===== config.mk =====
export PLATFORM = sky130hd
export DESIGN_NAME = atbe_ram
export DESIGN_NICKNAME = d
export VERILOG_FILES = /design/src/rtl/atbe_ram.sv
export SDC_FILE = /design/constraint.sdc
export NUM_CORES = 1
export LEC_CHECK = 0
export ABC_CLOCK_PERIOD_IN_PS = 3900
export BUFFER_PORTS_ARGS = -buffer_cell sky130_fd_sc_hd__clkbuf_2
export CORE_ASPECT_RATIO = 0.7
export CORE_UTILIZATION = 36
export CTS_BUF_LIST = sky130_fd_sc_hd__clkbuf_4 sky130_fd_sc_hd__clkbuf_8
export DETAILED_ROUTE_END_ITERATION = 8
export GPL_TIMING_DRIVEN = 1
export PLACE_DENSITY = 0.61
export SYNTH_ARGS = -nofsm -noshare
export SYNTH_HDL_FRONTEND = slang
export SYNTH_SLANG_ARGS = --single-unit
export TNS_END_PERCENT = 100

===== constraint.sdc =====
create_clock -name clk_i -period 3.9 [get_ports clk_i]
set_input_delay 0.78 -clock clk_i [delete_from_list [all_inputs] [get_ports clk_i]]
set_output_delay 0.78 -clock clk_i [all_outputs]
set_load 0.01 [all_outputs]

===== src/rtl/atbe_ram.sv =====
// ----------------------------------------------------------------------------
// atbe_ram
// Generic simple dual-port RAM (one write port, one read port) with registered read data.
// ----------------------------------------------------------------------------
module atbe_ram #(
  parameter int unsigned Width = 8,
  parameter int unsigned Depth = 16
) (
  input  logic                     clk_i,
  input  logic                     we_i,
  input  logic [$clog2(Depth)-1:0] waddr_i,
  input  logic [Width-1:0]         wdata_i,
  input  logic [$clog2(Depth)-1:0] raddr_i,
  output logic [Width-1:0]         rdata_o
);

  logic [Width-1:0] mem_q [Depth];

  always_ff @(posedge clk_i) begin
    if (we_i) mem_q[waddr_i] <= wdata_i;
    rdata_o <= mem_q[raddr_i];
  end

endmodule


# Word level (Yosys, flattened, before mapping)
# Memory sizes are Yosys's and may differ from the RTL's. A register that Yosys moved wholly into a read port is not among the register bits.
# Cells that the tools add are included.
# op_classes
magnitude_cmp	0
bitwise_logic	0
eq_ne	0
n_mux	2
n_reduce_logical	0
addsub	0
n_mul	0
shifts	0
div	0
# ops
op	count
$mux W1	2
# word_totals
n_memories	1
regBits	0
latch_bits	0
wordCells	3
inputBits	18
ramBits	128
mem_bits_ro	0
# mem_list
name	depth	width	read_ports	rd_ports_with_merged_regs	wr	line_no	source
mem_q	16	8	1	1	1	17	logic [Width-1:0] mem_q [Depth];

# Longest topological paths before layout
# depth
word_depth	2
ltp_mapped	5

# Least setup slack after synthesis
# OpenSTA, ideal clock, no wires.
# synth_path
path_kind	input port to flip-flop
startpoint	input waddr_i[2]
endpoint	memory mem_q[0][0], enable pin
required_ns	3.517
path_slack_ns	1.627
arrival_ns	1.890
path_buffers	0
path_stages	2
cell_sequence	or3b_2 > nor3_1
# synth_rtl
element	line_no	source
start: declaration	11	input logic [$clog2(Depth)-1:0] waddr_i,
end: declaration	17	
# No word-level cell before the write port.

==> metrics.md <==
| Metric | Value |
|---|---|
| Hold Crit Class | `register to register` |
| Flop and latch count out of synthesis | `136` |
| Clock skew | `0.00644 ns` |
| Buffers on Ports | `25` |
| Worst setup EP type | `register` |
| Hold Vio Cnt, Final | `0` |
| Area delta synth->final | `13.4%` |
| Reg2reg setup slack | `2.52 ns` |
| Total CTS buffers | `17` |
| Clock sinks | `136` |
| Via density | `5.12` |
| Number of global-route vias before repair | `2477` |
| Clock tree buffer depth | `2` |
| # hold bufs at CTS | `0` |
| Layout cells sized above 1 | `28.1%` |
| WP data required | `4.21 ns` |
| Met2 WL | `4680 µm` |
| WL per Instance | `21.7 µm` |
| Psw | `621 µW` |
| Pre-CTS setup slack | `1.38 ns` |
| RD Place Congestion | `0.799` |
| Worst skew pair latency | `0.43 ns` |
| Worst slew pin tran | `1.03 ns` |
| Die Wd | `145 µm` |
| Die ar. | `14800 µm²` |
| Crit path kind | `primary input to register` |
| Total track usage | `15.2%` |
| Sw Share | `21.6%` |
| Area of the core | `13900 µm²` |
| PwrDens | `493 nW/µm²` |
| Outcome | `finished, final reports clean` |
| Final wirelength | `10200 µm` |
| RSZ-0062 raised after global routing | `false` |
| CP max FO | `32` |
| Top Metal Used | `met4` |
| I/O pin cnt | `26` |
| Reg clk slew, reported paths | `0.07 ns` |
| First-pass GRT wire length | `15400 µm` |
| Post-synth EDFFs | `128` |
| Starting Density | `37.0%` |
| LEAKAGE | `0.00191 µW` |
| Synth Cell Area | `5150 µm²` |
| Largest net degree at the start of global routing | `33` |
| Rows | `36` |
| Crit path launch | `raddr_i[0]` |
| Max-Slew Margin vs Limit | `31.4%` |
| Final HPWL DP | `6510 µm` |
| Max-Cap Viols | `0` |
| Hold path cells | `3` |
| Max Freq | `486 MHz` |
| Via count | `2410` |
| Fin worst setup slack | `1.84 ns` |
| Nets | `286` |
| H-tree depth | `4` |
| Startpoint Class | `primary input` |
| Detail Route Antenna Nets | `0` |
| Seq/Total Area, Yosys | `77.8%` |
| Clock power frac | `37.8%` |
| VDD IR max | `0.000259 V` |
| YS warnings | `0` |
| CTS tree | `yes` |
| Initial antenna violation count | `0` |
| DRT Pass-1 Iters | `4` |
| Final min period | `2.06 ns` |
| Grt ovf | `0` |
| Final setup viols | `0` |
| Clk root buf | `clkbuf_8` |
| DRT met1 WL | `4840 µm` |
| Critical R2R Launch | `mem_q[0][7]` |
| Die height | `102 µm` |
| Finished Layout Cells | `471` |
| Post-CTS Setup Inserts | `0` |
| Worst hold start | `mem_q[7][2]` |
| N_diodes | `0` |
| Int Pwr | `2260 µW` |
| Avg Inst Size Synth | `22.5 µm²` |
| Count of distinct cell types in the synthesized netlist | `19` |
| Slew Viols, Final | `0` |
| DR WL met3 | `566 µm` |
| WP data arrival | `2.37 ns` |
| Placed Cells | `439` |
| Period utilisation layout | `52.8%` |
| Initial DRC count | `301` |
| Net Count, Synth | `247` |
| Most used DFF post-synth | `edfxtp_1` |
| Sequential Power Share | `57.1%` |
| Combinational power share | `5.1%` |
| Power consumption | `2880 µW` |
| Asr flop ratio synth | `0%` |
| Post-CTS sizing | `0` |
| Reg2Reg Depth | `3` |
| Cells after Synth | `229` |
| Final setup TNS | `0 ns` |
| DR DRC count | `0` |
[per-layer routing]
metal / vias to the layer above / global-route usage [%]
met2: 80 / 22.6
met4: 0 / 6.30
met1: 1258 / 21.4
met3: 15 / 4.06
met5: - / 0
li1: 1057 / -
[cells by family after synthesis]
kind of cell	Yosys count	share of synthesized area [%]
AND/OR/NAND/NOR	35	3.18
AO/OA/AOI/OAI	16	2.33
multiplexers	32	15.0
buffers and inverters	10	1.68
flip-flops	136	77.8
[worst max-delay path, stage by stage]
cell      delay (ns)
clkbuf_2        0.08
buf_4           0.49
mux4_2          0.62
a22oi_1         0.25
nand2_1         0.11
[registers in the layout, indices dropped and copies added (netlist names)]
name	flops
rdata_o	8
mem_q	128
[metrics by stage]
stage / area, µm² / hold slack, ns / util (%)
floorplan: 5150 / 0.629 / -
global placement: 5460 / 0.674 / 39.2
detailed placement: 5460 / 0.674 / 39.2
CTS: 5840 / 0.689 / 41.9
global route: 5840 / 0.714 / 41.9
finish: 5840 / 0.688 / 41.9
[power by group through the flow]
stage,Sequential (µW),Clock (µW),Combinational (µW)
2_1_floorplan,1680,0,82.9
3_3_place_gp,1680,0,148
3_5_place_dp,1680,0,150
4_1_cts,1640,1110,151
5_1_grt,1650,1170,162
6_report,1640,1090,148
[cell usage in the layout (no fill, tap or decap), drive strengths merged]
cell and n:
nor2b 1, buf 5, and2b 1, nand3 1, edfxtp 128, and2 1
a22oi 16, nor2 13, nor3 4, nand2 9, nand2b 2, clkbuf 43
or3b 1, nand3b 2, clkinvlp 2, bufinv 2, mux4 32, clkinv 10
dfxtp 8
[cell usage after synthesis, drive strengths merged, types with 2 or more instances]
library cell	n	area share, %
nand2b	2	0.24
dfxtp	8	3.1
edfxtp	128	75
a22oi	16	2.3
clkdlybuf4s25	3	0.58
nand3b	2	0.29
buf	7	1.1
nor3	4	0.39
nor2	13	0.95
mux4	32	15
nand2	9	0.66
[worst paths after layout]
kind / to
min reg2reg: rdata_o[2]
max: rdata_o[7]
max reg2reg: rdata_o[7]
min: rdata_o[2]
[cell type report]
type / instances / area (µm²)
multi-input cells: 83 / 1060
flip-flops and latches: 136 / 4000
well taps: 190 / 238
repair buffers: 30 / 163
clock buffers: 18 / 241
fillers: 1221 / 8080
clock inverters: 14 / 134
Note: power is estimated with default switching activity, not from simulation.
